**src/hw/rtl/can_bit_timing_search_top_macros.svh**
```systemverilog
// Assertion helpers for the CAN bit timing search block.
// Both expect signals named clk and rst_n in the scope where they are used.
`ifndef CAN_BIT_TIMING_SEARCH_TOP_MACROS_SVH
`define CAN_BIT_TIMING_SEARCH_TOP_MACROS_SVH

// Same-cycle implication, disabled while reset is held.
`define CBTS_CHECK(label, ante, cons, msg) \
  label: assert property (@(posedge clk) disable iff (!rst_n) (ante) |-> (cons)) \
    else $error(msg);

// Next-cycle implication, disabled while reset is held.
`define CBTS_CHECK_NEXT(label, ante, cons, msg) \
  label: assert property (@(posedge clk) disable iff (!rst_n) (ante) |=> (cons)) \
    else $error(msg);

`endif

```
**src/hw/rtl/cbts_pkg.sv**
```systemverilog
`timescale 1ns / 1ps

package cbts_pkg;

  // Default search limits.
  localparam int SEG1_MAX_DEF      = 16;
  localparam int SEG2_MAX_DEF      = 8;
  localparam int PRESCALER_MAX_DEF = 512;

  // Field widths of the channels.
  localparam int RATE_W = 20;
  localparam int PRE_W  = 10;
  localparam int S1C_W  = 4;
  localparam int S2C_W  = 3;
  localparam int SJW_W  = 2;

  // Clock register and shared divider widths.
  localparam int CLK_W = 32;
  localparam int DIV_W = 32;
  localparam int CNT_W = $clog2(DIV_W);

  // Sample point and rate tolerance constants.
  localparam int SPE_W          = 6;
  localparam int SP_TARGET      = 192;
  localparam int SP_TOLERANCE   = 38;
  localparam int RATE_TOL_SHIFT = 7;
  localparam int TOL_W          = RATE_W - RATE_TOL_SHIFT;
  localparam int SJW_MAX        = 4;
  localparam int SP_SHIFT       = 8;

  // Configuration port.
  localparam int CFG_AW = 3;
  localparam int CFG_DW = 32;
  localparam logic [CLK_W-1:0] CLK_RESET = 32'd36000000;

  // Register index decoded from paddr[2].
  localparam logic REG_PCLK = 1'b0;

endpackage

```
**src/hw/rtl/cbts_if.sv**
```systemverilog
`timescale 1ns / 1ps

// Request channel: one requested bit rate per request.
interface cbts_in_if;
  import cbts_pkg::*;

  logic              valid;
  logic              ready;
  logic [RATE_W-1:0] bit_rate;

  modport source (output valid, output bit_rate, input ready);
  modport sink (input valid, input bit_rate, output ready);
endinterface

// Result channel: one timing solution per request.
interface cbts_out_if;
  import cbts_pkg::*;

  logic             valid;
  logic             ready;
  logic             found;
  logic [PRE_W-1:0] prescaler;
  logic [S1C_W-1:0] seg1_code;
  logic [S2C_W-1:0] seg2_code;
  logic [SJW_W-1:0] sjw_code;

  modport source (output valid, output found, output prescaler, output seg1_code,
                  output seg2_code, output sjw_code, input ready);
  modport sink (input valid, input found, input prescaler, input seg1_code,
                input seg2_code, input sjw_code, output ready);
endinterface

```
**src/hw/rtl/cbts_div.sv**
```systemverilog
`timescale 1ns / 1ps

// Restoring divider, one quotient bit per cycle.
module cbts_div #(
  parameter int DIVISOR_W = 25
) (
  input  logic                       clk,
  input  logic                       rst_n,
  input  logic                       start,
  input  logic [cbts_pkg::DIV_W-1:0] dividend,
  input  logic [DIVISOR_W-1:0]       divisor,
  output logic                       done,
  output logic [cbts_pkg::DIV_W-1:0] quotient
);
  import cbts_pkg::*;

  localparam logic [CNT_W-1:0] CNT_LAST = CNT_W'(DIV_W - 1);

  logic                 running_r;
  logic                 done_r;
  logic [CNT_W-1:0]     cnt_r;
  logic [DIVISOR_W-1:0] rem_r;
  logic [DIVISOR_W-1:0] divisor_r;
  logic [DIV_W-1:0]     quo_r;

  logic [DIVISOR_W:0]   shifted;
  logic [DIVISOR_W:0]   diff;
  logic                 fits;
  logic [DIVISOR_W-1:0] rem_step;

  // Shift in the next dividend bit and try to subtract the divisor.
  always_comb begin
    shifted  = {rem_r, quo_r[DIV_W-1]};
    diff     = shifted - {1'b0, divisor_r};
    fits     = (shifted >= {1'b0, divisor_r});
    rem_step = fits ? diff[DIVISOR_W-1:0] : shifted[DIVISOR_W-1:0];
  end

  // Iteration control; the quotient builds up in place of the dividend.
  always_ff @(posedge clk) begin
    if (!rst_n) begin
      running_r <= 1'b0;
      done_r    <= 1'b0;
      cnt_r     <= '0;
    end else begin
      done_r <= 1'b0;
      if (start) begin
        running_r <= 1'b1;
        cnt_r     <= '0;
        rem_r     <= '0;
        quo_r     <= dividend;
        divisor_r <= divisor;
      end else if (running_r) begin
        rem_r <= rem_step;
        quo_r <= {quo_r[DIV_W-2:0], fits};
        cnt_r <= cnt_r + CNT_W'(1);
        if (cnt_r == CNT_LAST) begin
          running_r <= 1'b0;
          done_r    <= 1'b1;
        end
      end
    end
  end

  assign done     = done_r;
  assign quotient = quo_r;

endmodule

```
**src/hw/rtl/can_bit_timing_search_top.sv**
```systemverilog
`timescale 1ns / 1ps

// CAN bit timing search.
// A request on in_ch carries a bit rate; one result leaves on out_ch with a
// found flag and the prescaler, segment 1, segment 2 and SJW register codes
// (all zero when nothing fits or the rate is zero). The peripheral clock in
// hertz is written over the APB-style port at byte address 0 (pready is
// always high) and must only change while the block is idle.
// All divisions run on one shared restoring divider. Every segment pair costs
// one sample point division; a pair whose sample point is in range adds one
// prescaler estimate division and up to three rate checks, each with its own
// division. With the default limits there are 100 pairs, 76 of them in range;
// a zero rate skips the search and goes straight to the result.
// in_ch.ready is high only while idle.
// The result sits in an output register; if the receiver stalls, the block
// returns to idle and takes the next request, holding the following result
// until the previous one is taken.
// Reset returns the sequencer to idle, clears the output valid and loads
// the clock register with 36 MHz.
module can_bit_timing_search_top #(
  parameter int SEG1_MAX      = cbts_pkg::SEG1_MAX_DEF,
  parameter int SEG2_MAX      = cbts_pkg::SEG2_MAX_DEF,
  parameter int PRESCALER_MAX = cbts_pkg::PRESCALER_MAX_DEF
) (
  input  logic                        clk,
  input  logic                        rst_n,
  cbts_in_if.sink                     in_ch,
  cbts_out_if.source                  out_ch,
  input  logic                        psel,
  input  logic                        penable,
  input  logic                        pwrite,
  input  logic [cbts_pkg::CFG_AW-1:0] paddr,
  input  logic [cbts_pkg::CFG_DW-1:0] pwdata,
  output logic [cbts_pkg::CFG_DW-1:0] prdata,
  output logic                        pready
);
  import cbts_pkg::*;

  `include "can_bit_timing_search_top_macros.svh"

  localparam int SW   = $clog2(SEG1_MAX + SEG2_MAX + 2);
  localparam int P_W  = $clog2(PRESCALER_MAX + 1);
  localparam int DV_W = SW + RATE_W;

  localparam logic [SW-1:0]    S1_LAST   = SW'(SEG1_MAX);
  localparam logic [SW-1:0]    S2_LAST   = SW'(SEG2_MAX);
  localparam logic [SW-1:0]    SJW_LIM   = SW'(SJW_MAX);
  localparam logic [DIV_W-1:0] EST_LIM   = DIV_W'(PRESCALER_MAX + 1);
  localparam logic [DIV_W-1:0] PMAX_W    = DIV_W'(PRESCALER_MAX);
  localparam logic [P_W-1:0]   PMAX_P    = P_W'(PRESCALER_MAX);
  localparam logic [DIV_W-1:0] SP_TGT_W  = DIV_W'(SP_TARGET);
  localparam logic [DIV_W-1:0] SP_TOL_W  = DIV_W'(SP_TOLERANCE);

  typedef enum logic [3:0] {
    S_IDLE, S_PAIR, S_SPDIV, S_ESTGO, S_ESTDIV, S_PMUL, S_PDIV, S_PCHK, S_DONE
  } state_t;

  state_t              state_r;
  logic [CLK_W-1:0]    pclk_r;
  logic [RATE_W-1:0]   rate_r;
  logic [SW-1:0]       s1_r;
  logic [SW-1:0]       s2_r;
  logic [P_W-1:0]      p_r;
  logic [P_W-1:0]      hi_r;
  logic [SPE_W-1:0]    sperr_r;
  logic [DIV_W-1:0]    rerr_r;
  logic                have_r;
  logic [TOL_W-1:0]    best_rerr_r;
  logic [SPE_W-1:0]    best_sperr_r;
  logic [P_W-1:0]      sel_pre_r;
  logic [SW-1:0]       sel_s1_r;
  logic [SW-1:0]       sel_s2_r;
  logic                out_valid_r;
  logic                out_found_r;
  logic [PRE_W-1:0]    out_pre_r;
  logic [S1C_W-1:0]    out_s1_r;
  logic [S2C_W-1:0]    out_s2_r;
  logic [SJW_W-1:0]    out_sjw_r;

  logic [SW-1:0]       nq;
  logic [RATE_W-1:0]   mul_b;
  logic [DV_W-1:0]     mul_out;
  logic                div_start;
  logic [DIV_W-1:0]    div_dividend;
  logic [DV_W-1:0]     div_divisor;
  logic                div_done;
  logic [DIV_W-1:0]    div_q;
  logic [DIV_W-1:0]    sperr;
  logic [DIV_W-1:0]    rerr;
  logic [DIV_W-1:0]    rate_w;
  logic [TOL_W-1:0]    tol;
  logic                cand_ok;
  logic                cfg_wr;
  logic                in_req;
  logic                out_take;
  logic                res_hit;
  logic                res_miss;
  logic                res_zero;
  logic                seg_ok;
  logic                sjw_ok;

  // Quanta per bit, the shared multiplier and the divider operand select.
  always_comb begin
    nq           = s1_r + s2_r + SW'(1);
    mul_b        = (state_r == S_ESTGO) ? rate_r : RATE_W'(p_r);
    mul_out      = DV_W'(nq) * DV_W'(mul_b);
    div_start    = (state_r == S_PAIR && s1_r <= S1_LAST) ||
                   (state_r == S_ESTGO) || (state_r == S_PMUL);
    div_dividend = (state_r == S_PAIR) ? DIV_W'({s1_r + SW'(1), {SP_SHIFT{1'b0}}}) : pclk_r;
    div_divisor  = (state_r == S_PAIR) ? DV_W'(nq) : mul_out;
  end

  cbts_div #(
    .DIVISOR_W(DV_W)
  ) u_div (
    .clk      (clk),
    .rst_n    (rst_n),
    .start    (div_start),
    .dividend (div_dividend),
    .divisor  (div_divisor),
    .done     (div_done),
    .quotient (div_q)
  );

  // Error terms and the acceptance test of a prescaler candidate.
  always_comb begin
    rate_w  = DIV_W'(rate_r);
    sperr   = (div_q > SP_TGT_W) ? (div_q - SP_TGT_W) : (SP_TGT_W - div_q);
    rerr    = (div_q > rate_w) ? (div_q - rate_w) : (rate_w - div_q);
    tol     = TOL_W'(rate_r >> RATE_TOL_SHIFT);
    cand_ok = (rerr_r <= DIV_W'(tol)) &&
              (!have_r || ((sperr_r <= best_sperr_r) &&
                           (rerr_r <= DIV_W'(best_rerr_r))));
  end

  assign cfg_wr   = psel && penable && pwrite && pready;
  assign in_req   = in_ch.valid && in_ch.ready;
  assign out_take = out_valid_r && out_ch.ready;

  // Search sequencer, clock register and output register.
  always_ff @(posedge clk) begin
    if (!rst_n) begin
      state_r     <= S_IDLE;
      pclk_r      <= CLK_RESET;
      have_r      <= 1'b0;
      out_valid_r <= 1'b0;
    end else begin
      if (cfg_wr && paddr[2] == REG_PCLK) begin
        pclk_r <= pwdata;
      end
      if (out_take && state_r != S_DONE) begin
        out_valid_r <= 1'b0;
      end

      case (state_r)
        S_IDLE: begin
          if (in_req) begin
            rate_r <= in_ch.bit_rate;
            have_r <= 1'b0;
            s2_r   <= SW'(1);
            s1_r   <= SW'(1);
            state_r <= (in_ch.bit_rate == '0) ? S_DONE : S_PAIR;
          end
        end
        // Once segment 1 runs past its limit, move to the next segment 2 or, after the last, finish.
        S_PAIR: begin
          if (s1_r > S1_LAST) begin
            if (s2_r == S2_LAST) begin
              state_r <= S_DONE;
            end else begin
              s2_r <= s2_r + SW'(1);
              s1_r <= s2_r + SW'(1);
            end
          end else begin
            state_r <= S_SPDIV;
          end
        end
        // Sample point check; a pair out of range is skipped whole.
        S_SPDIV: begin
          if (div_done) begin
            if (sperr > SP_TOL_W) begin
              s1_r    <= s1_r + SW'(1);
              state_r <= S_PAIR;
            end else begin
              sperr_r <= SPE_W'(sperr);
              state_r <= S_ESTGO;
            end
          end
        end
        S_ESTGO: begin
          state_r <= S_ESTDIV;
        end
        // Prescaler range around the estimate; a pair whose estimate exceeds PRESCALER_MAX + 1 is skipped.
        S_ESTDIV: begin
          if (div_done) begin
            if (div_q > EST_LIM) begin
              s1_r    <= s1_r + SW'(1);
              state_r <= S_PAIR;
            end else begin
              p_r     <= (div_q > DIV_W'(1)) ? P_W'(div_q - DIV_W'(1)) : P_W'(1);
              hi_r    <= (div_q < PMAX_W) ? P_W'(div_q + DIV_W'(1)) : PMAX_P;
              state_r <= S_PMUL;
            end
          end
        end
        S_PMUL: begin
          state_r <= S_PDIV;
        end
        S_PDIV: begin
          if (div_done) begin
            rerr_r  <= rerr;
            state_r <= S_PCHK;
          end
        end
        // Keep the candidate if its rate error is within tolerance and it is not worse in either error.
        S_PCHK: begin
          if (cand_ok) begin
            have_r       <= 1'b1;
            best_rerr_r  <= TOL_W'(rerr_r);
            best_sperr_r <= sperr_r;
            sel_pre_r    <= p_r;
            sel_s1_r     <= s1_r;
            sel_s2_r     <= s2_r;
          end
          if (p_r == hi_r) begin
            s1_r    <= s1_r + SW'(1);
            state_r <= S_PAIR;
          end else begin
            p_r     <= p_r + P_W'(1);
            state_r <= S_PMUL;
          end
        end
        // Load the result once the output register is free.
        S_DONE: begin
          if (!out_valid_r || out_ch.ready) begin
            out_valid_r <= 1'b1;
            out_found_r <= have_r;
            if (have_r) begin
              out_pre_r <= PRE_W'(sel_pre_r);
              out_s1_r  <= S1C_W'(sel_s1_r - SW'(1));
              out_s2_r  <= S2C_W'(sel_s2_r - SW'(1));
              out_sjw_r <= (sel_s2_r <= SJW_LIM) ? SJW_W'(sel_s2_r - SW'(1))
                                                 : SJW_W'(SJW_LIM - SW'(1));
            end else begin
              out_pre_r <= '0;
              out_s1_r  <= '0;
              out_s2_r  <= '0;
              out_sjw_r <= '0;
            end
            state_r <= S_IDLE;
          end
        end
        default: begin
          state_r <= S_IDLE;
        end
      endcase
    end
  end

  // Channel and configuration outputs.
  assign in_ch.ready      = (state_r == S_IDLE);
  assign out_ch.valid     = out_valid_r;
  assign out_ch.found     = out_found_r;
  assign out_ch.prescaler = out_pre_r;
  assign out_ch.seg1_code = out_s1_r;
  assign out_ch.seg2_code = out_s2_r;
  assign out_ch.sjw_code  = out_sjw_r;
  assign pready           = 1'b1;
  assign prdata           = (paddr[2] == REG_PCLK) ? pclk_r : '0;

  // Terms for the result checks below.
  assign res_hit  = out_ch.valid && out_ch.found;
  assign res_miss = out_ch.valid && !out_ch.found;
  assign res_zero = out_ch.prescaler == '0 && out_ch.seg1_code == '0 &&
                    out_ch.seg2_code == '0 && out_ch.sjw_code == '0;
  assign seg_ok   = out_ch.seg1_code >= S1C_W'(out_ch.seg2_code);
  assign sjw_ok   = (out_ch.seg2_code >= S2C_W'(SJW_MAX - 1))
                    ? (out_ch.sjw_code == SJW_W'(SJW_MAX - 1))
                    : (out_ch.sjw_code == out_ch.seg2_code[SJW_W-1:0]);

  // Checks on the sequencer and on the result encoding.
  `CBTS_CHECK_NEXT(a_busy_after_req, in_req, !in_ch.ready, "ready after request")
  `CBTS_CHECK(a_miss_zero, res_miss, res_zero, "nonzero fields without a solution")
  `CBTS_CHECK(a_seg_order, res_hit, seg_ok, "segment 1 shorter than segment 2")
  `CBTS_CHECK(a_sjw_code, res_hit, sjw_ok, "SJW code does not follow segment 2")

endmodule

```
**src/flat_wrapper.sv**
```systemverilog
// flat-port wrapper written by rule: the top's interface ports become plain ports
module can_bit_timing_search_top_flat import cbts_pkg::*;
#(
  parameter int SEG1_MAX      = cbts_pkg::SEG1_MAX_DEF,
  parameter int SEG2_MAX      = cbts_pkg::SEG2_MAX_DEF,
  parameter int PRESCALER_MAX = cbts_pkg::PRESCALER_MAX_DEF
)
  (clk, rst_n, psel, penable, pwrite, paddr, pwdata, prdata, pready, in_ch_valid, in_ch_bit_rate, in_ch_ready, out_ch_valid, out_ch_found, out_ch_prescaler, out_ch_seg1_code, out_ch_seg2_code, out_ch_sjw_code, out_ch_ready);
  cbts_in_if in_ch_i ();
  cbts_out_if out_ch_i ();
  input  logic clk;
  input  logic rst_n;
  input  logic psel;
  input  logic penable;
  input  logic pwrite;
  input  logic [cbts_pkg::CFG_AW-1:0] paddr;
  input  logic [cbts_pkg::CFG_DW-1:0] pwdata;
  output logic [cbts_pkg::CFG_DW-1:0] prdata;
  output logic pready;
  input wire logic [$bits(in_ch_i.valid)-1:0] in_ch_valid;
  input wire logic [$bits(in_ch_i.bit_rate)-1:0] in_ch_bit_rate;
  output wire logic [$bits(in_ch_i.ready)-1:0] in_ch_ready;
  output wire logic [$bits(out_ch_i.valid)-1:0] out_ch_valid;
  output wire logic [$bits(out_ch_i.found)-1:0] out_ch_found;
  output wire logic [$bits(out_ch_i.prescaler)-1:0] out_ch_prescaler;
  output wire logic [$bits(out_ch_i.seg1_code)-1:0] out_ch_seg1_code;
  output wire logic [$bits(out_ch_i.seg2_code)-1:0] out_ch_seg2_code;
  output wire logic [$bits(out_ch_i.sjw_code)-1:0] out_ch_sjw_code;
  input wire logic [$bits(out_ch_i.ready)-1:0] out_ch_ready;
  assign in_ch_i.valid = in_ch_valid;
  assign in_ch_i.bit_rate = in_ch_bit_rate;
  assign in_ch_ready = in_ch_i.ready;
  assign out_ch_valid = out_ch_i.valid;
  assign out_ch_found = out_ch_i.found;
  assign out_ch_prescaler = out_ch_i.prescaler;
  assign out_ch_seg1_code = out_ch_i.seg1_code;
  assign out_ch_seg2_code = out_ch_i.seg2_code;
  assign out_ch_sjw_code = out_ch_i.sjw_code;
  assign out_ch_i.ready = out_ch_ready;
  can_bit_timing_search_top #(.SEG1_MAX(SEG1_MAX), .SEG2_MAX(SEG2_MAX), .PRESCALER_MAX(PRESCALER_MAX)) u_core (.clk(clk), .rst_n(rst_n), .in_ch(in_ch_i), .out_ch(out_ch_i), .psel(psel), .penable(penable), .pwrite(pwrite), .paddr(paddr), .pwdata(pwdata), .prdata(prdata), .pready(pready));
endmodule
```
**config.mk**
```make
export PLATFORM = sky130hd
export DESIGN_NAME = can_bit_timing_search_top_flat
export DESIGN_NICKNAME = d
export VERILOG_FILES = /design/src/hw/rtl/cbts_pkg.sv /design/src/hw/rtl/cbts_if.sv /design/src/hw/rtl/cbts_div.sv /design/src/hw/rtl/can_bit_timing_search_top.sv /design/src/flat_wrapper.sv
export VERILOG_INCLUDE_DIRS = /design/src /design/src/hw/rtl
export SDC_FILE = /design/constraint.sdc
export NUM_CORES = 1
export LEC_CHECK = 0
export ABC_CLOCK_PERIOD_IN_PS = 5200
export BUFFER_PORTS_ARGS = -buffer_cell sky130_fd_sc_hd__buf_2
export CAP_MARGIN = 25
export CELL_PAD_IN_SITES_DETAIL_PLACEMENT = 1
export CELL_PAD_IN_SITES_GLOBAL_PLACEMENT = 2
export CORE_MARGIN = 4
export CORE_UTILIZATION = 37
export CTS_BUF_LIST = sky130_fd_sc_hd__clkbuf_8
export CTS_CLUSTER_SIZE = 30
export DETAILED_ROUTE_END_ITERATION = 16
export PLACE_DENSITY = 0.84
export REMOVE_ABC_BUFFERS = 1
export SYNTH_ARGS = -nofsm -noshare
export SYNTH_HDL_FRONTEND = slang
export SYNTH_SLANG_ARGS = --single-unit
```
**constraint.sdc**
```tcl
create_clock -name clk -period 5.2 [get_ports clk]
set_input_delay 0.52 -clock clk [delete_from_list [all_inputs] [get_ports clk]]
set_output_delay 0.52 -clock clk [all_outputs]
set_load 0.01 [all_outputs]
```
==> flow_summary.json <==
{
  "outcome": "complete, but fails checks",
  "failed_checks": "negative setup slack",
  "hpwl_microns": 49400,
  "hold_viol": 0,
  "p_total_mw": 18.3,
  "numCtsBuffers": 51,
  "slew_headroom": 0.361,
  "overflow": 0,
  "path_clk_slew_ps": 70,
  "clock_latency_ps": 660,
  "root_buffer": "clkbuf_8",
  "first_pass_iters": 7,
  "worst_slack_ps": -334,
  "worstMarginPinSlew_ps": 955,
  "io_pins": 117,
  "irDropWorstVdd_v": 0.000984,
  "dieHeight_microns": 238,
  "endpoint_kind": "register",
  "yosysTopAreaCell": "edfxtp_1",
  "cap_violations": 0,
  "grt_max_degree": 59,
  "vias_per_cell": 5.43,
  "clock-sinks": 273,
  "cts-htree-levels": 2,
  "routedWlPerCell_microns": 21.2,
  "async_flop_share": 0,
  "grt_first_pass_wirelength_microns": 101000,
  "hold_path.class": "input pin to register",
  "die_x_microns": 238,
  "design_area_sq_mm": 0.0236,
  "drive_above_1_share": 0.204,
  "placed_area_sq_mm": 0.0219,
  "drtIter0Drc": 1067,
  "avgSynthCellArea_sq_um": 9.47,
  "grt_pass1_vias": 17726,
  "synth_xor_xnor_area_share": 0.0566,
  "worstSetupPathType": "register to register",
  "die_area_sq_mm": 0.0569,
  "synth.top_cell.area_share": 0.348,
  "final-setup-viol-count": 10,
  "p_per_area_mw_per_mm2": 772,
  "required_ps": 5580,
  "cts_buffer_depth": 3,
  "path_buf_inv": 4,
  "place.gp.congestion": 0.929,
  "worst_ep_arrival_time_ps": 5910,
  "timing_max_transition_violations_final": 0,
  "clock_skew_ps": 32.2,
  "synthCells": 2076,
  "cp-start-kind": "register",
  "yosys.area_share.adder": 0.155,
  "vias": 16648,
  "drcViolationCount": 0,
  "rsz0062_at_grt": "true",
  "yosys.area_share.simple": 0.189,
  "yosysWarnings": 0,
  "start_util": 0.374,
  "min_period_ps": 5530,
  "synthTopCellsByArea": "edfxtp_1 (35%), ha_1 (9.6%), fa_1 (5.9%)",
  "synth_cell_types": 91,
  "syn_area_sq_mm": 0.0197,
  "leakage_nw": 10.0,
  "cpPeakStageDelay_ps": 560,
  "period_share": 1.06,
  "syn2layout_area_growth_pct": 20.3,
  "routed_wirelength_microns": 65100,
  "ys_seq_area_frac": 0.394,
  "synth_top_family_by_area": "simple AND/OR/NAND/NOR gates",
  "synth_compound_area_frac": 0.129,
  "synth_top_flop_cell": "edfxtp_1",
  "cp_common_cell": "fa_1",
  "path_delay_family": "adder cells",
  "coreArea_sq_mm": 0.0526,
  "rows": 84,
  "crit_fanout": 9,
  "cp_cell_sequence": "inv_2 -> ha_4 -> fa_2 -> buf_4 -> xor2_4 -> buf_4 -> buf_12 -> nor2_1 -> fa_1 -> fa_1 -> fa_1 -> ha_2 -> or3_4 -> o211ai_1 -> a21o_1 -> nand3_2 -> a31o_4 -> a31o_4 -> a21oi_2 -> xor2_1 -> nor2_1",
  "gr-usage-all-layers": 0.225,
  "tns_ps": -1890,
  "max_freq_mhz": 181,
  "final_nets": 2605,
  "slowest_stage": "fa_1",
  "synth-edff-count": 228,
  "antenna_found_initial": 4,
  "muxShareOfSynthArea": 0.0199,
  "cts_tree": "done",
  "synth_seq_cells": 273,
  "io_buffers": 113,
  "ant_nets": 0
}
==> stage by stage <==
stage	instances	utilization	hold WS (ps)	setup WS, ps
CTS	3053	0.444	19.0	-255
finish	3067	0.450	70.8	-334
global route	3067	0.450	27.6	-534
detailed placement	2938	0.416	450	-601
floorplan	1988	-	426	-1520
global placement	2938	0.416	434	-486
==> routing by layer <==
metal | track usage | wire length [microns] | up-vias
met5 | 0 | 0 | -
met1 | 0.306 | 29000 | 8243
met3 | 0.0415 | 4070 | 114
met4 | 0.0670 | 1820 | 0
met2 | 0.368 | 30200 | 487
li1 | - | - | 7804
==> final cells by class <==
class                      count  area (sq um)
antenna                        1          2.50
clock buffer                  58           798
clock inverter                38           215
fill                        6006         28900
inverter                     185           694
multi-input combinational   1530         11300
sequential                   273          7750
tap                          688           861
timing repair buffer         294          2060
==> where the power goes <==
part	internal, mW	switching (mW)
combinational	6.03	6.69
clock	1.12	0.990
sequential	3.15	0.270
total	10.3	7.95
==> cell families (layout without fill, tap and decap cells) <==
family / count (synthesis) / count (layout)
flip-flops: 273 / 273
adder cells (fa/ha/maj): 208 / 208
buffers and inverters: 273 / 575
multiplexers: 39 / 39
AND/OR/NAND/NOR: 761 / 761
AO/OA/AOI/OAI: 394 / 394
XOR/XNOR: 127 / 127
other: 1 / 2
==> placed cells by master (no fill, tap or decap), types with 67 or more instances in the layout <==
cell type	n
a21oi_1	84
buf_2	113
buf_4	168
edfxtp_1	228
ha_1	136
inv_1	197
nand2_1	198
nand3_1	67
nor2_1	210
o21ai_0	81
xnor2_1	75
==> cell usage after synthesis, types with 5 or more instances <==
library cell  number
edfxtp_1         228
nor2_1           221
nand2_1          199
inv_1            178
ha_1             150
a21oi_1           99
o21ai_0           84
xnor2_1           78
clkbuf_1          69
nand3_1           69
fa_1              58
nor2b_1           50
xor2_1            49
dfxtp_1           45
nor3_1            39
mux2i_1           38
a21boi_0          32
and2_1            31
a21o_1            28
nand4_1           26
nor4_1            20
or2_2             19
o21a_1            18
o21bai_1          17
and3_1            16
o211ai_1          16
a211oi_1          15
a31oi_1           14
nand2b_1          12
o22ai_1           12
or4_1             10
o31ai_1            9
or3_1              9
a31o_2             8
a2111oi_0          6
buf_2              6
nor4b_1            6
nand4b_1           5
nor3b_1            5
==> repair_timing <==
| action | 4_1_cts | 5_1_grt |
|---|---|---|
| pin swaps | 42 | 47 |
| endpoints found under the hold margin | 0 | 0 |
| endpoints found under the setup margin | 12 | 12 |
| gates resized for setup | 59 | 43 |
| gates cloned | 1 | 0 |
| hold buffers | 0 | 0 |
| buffers inserted | 18 | 12 |
==> flip-flops by register name, indices dropped and copies added (netlist names), 10 cells and up <==
signal	count
u_core.best_rerr_r	13
u_core.hi_r	10
u_core.out_ch.prescaler	10
u_core.p_r	10
u_core.pclk_r	32
u_core.rate_r	20
u_core.rerr_r	32
u_core.sel_pre_r	10
u_core.u_div.divisor_r	25
u_core.u_div.quotient	32
u_core.u_div.rem_r	25
==> worst paths after layout <==
path	from	end	slack (ps)	depth (start not counted)
worst max-delay path	u_core.s1_r[0]$_DFFE_PP_	u_core.u_div.divisor_r[24]$_SDFFCE_PP0P_	-330	21
worst min register to register	u_core.sperr_r[0]$_DFFE_PP_	u_core.best_sperr_r[0]$_DFFE_PP_	460	0
worst min-delay path	in_ch_bit_rate[17]	u_core.rate_r[17]$_DFFE_PP_	70	1
worst max register to register	u_core.s1_r[0]$_DFFE_PP_	u_core.u_div.divisor_r[24]$_SDFFCE_PP0P_	-330	21
No activity file was read; power rests on OpenSTA's default activity.
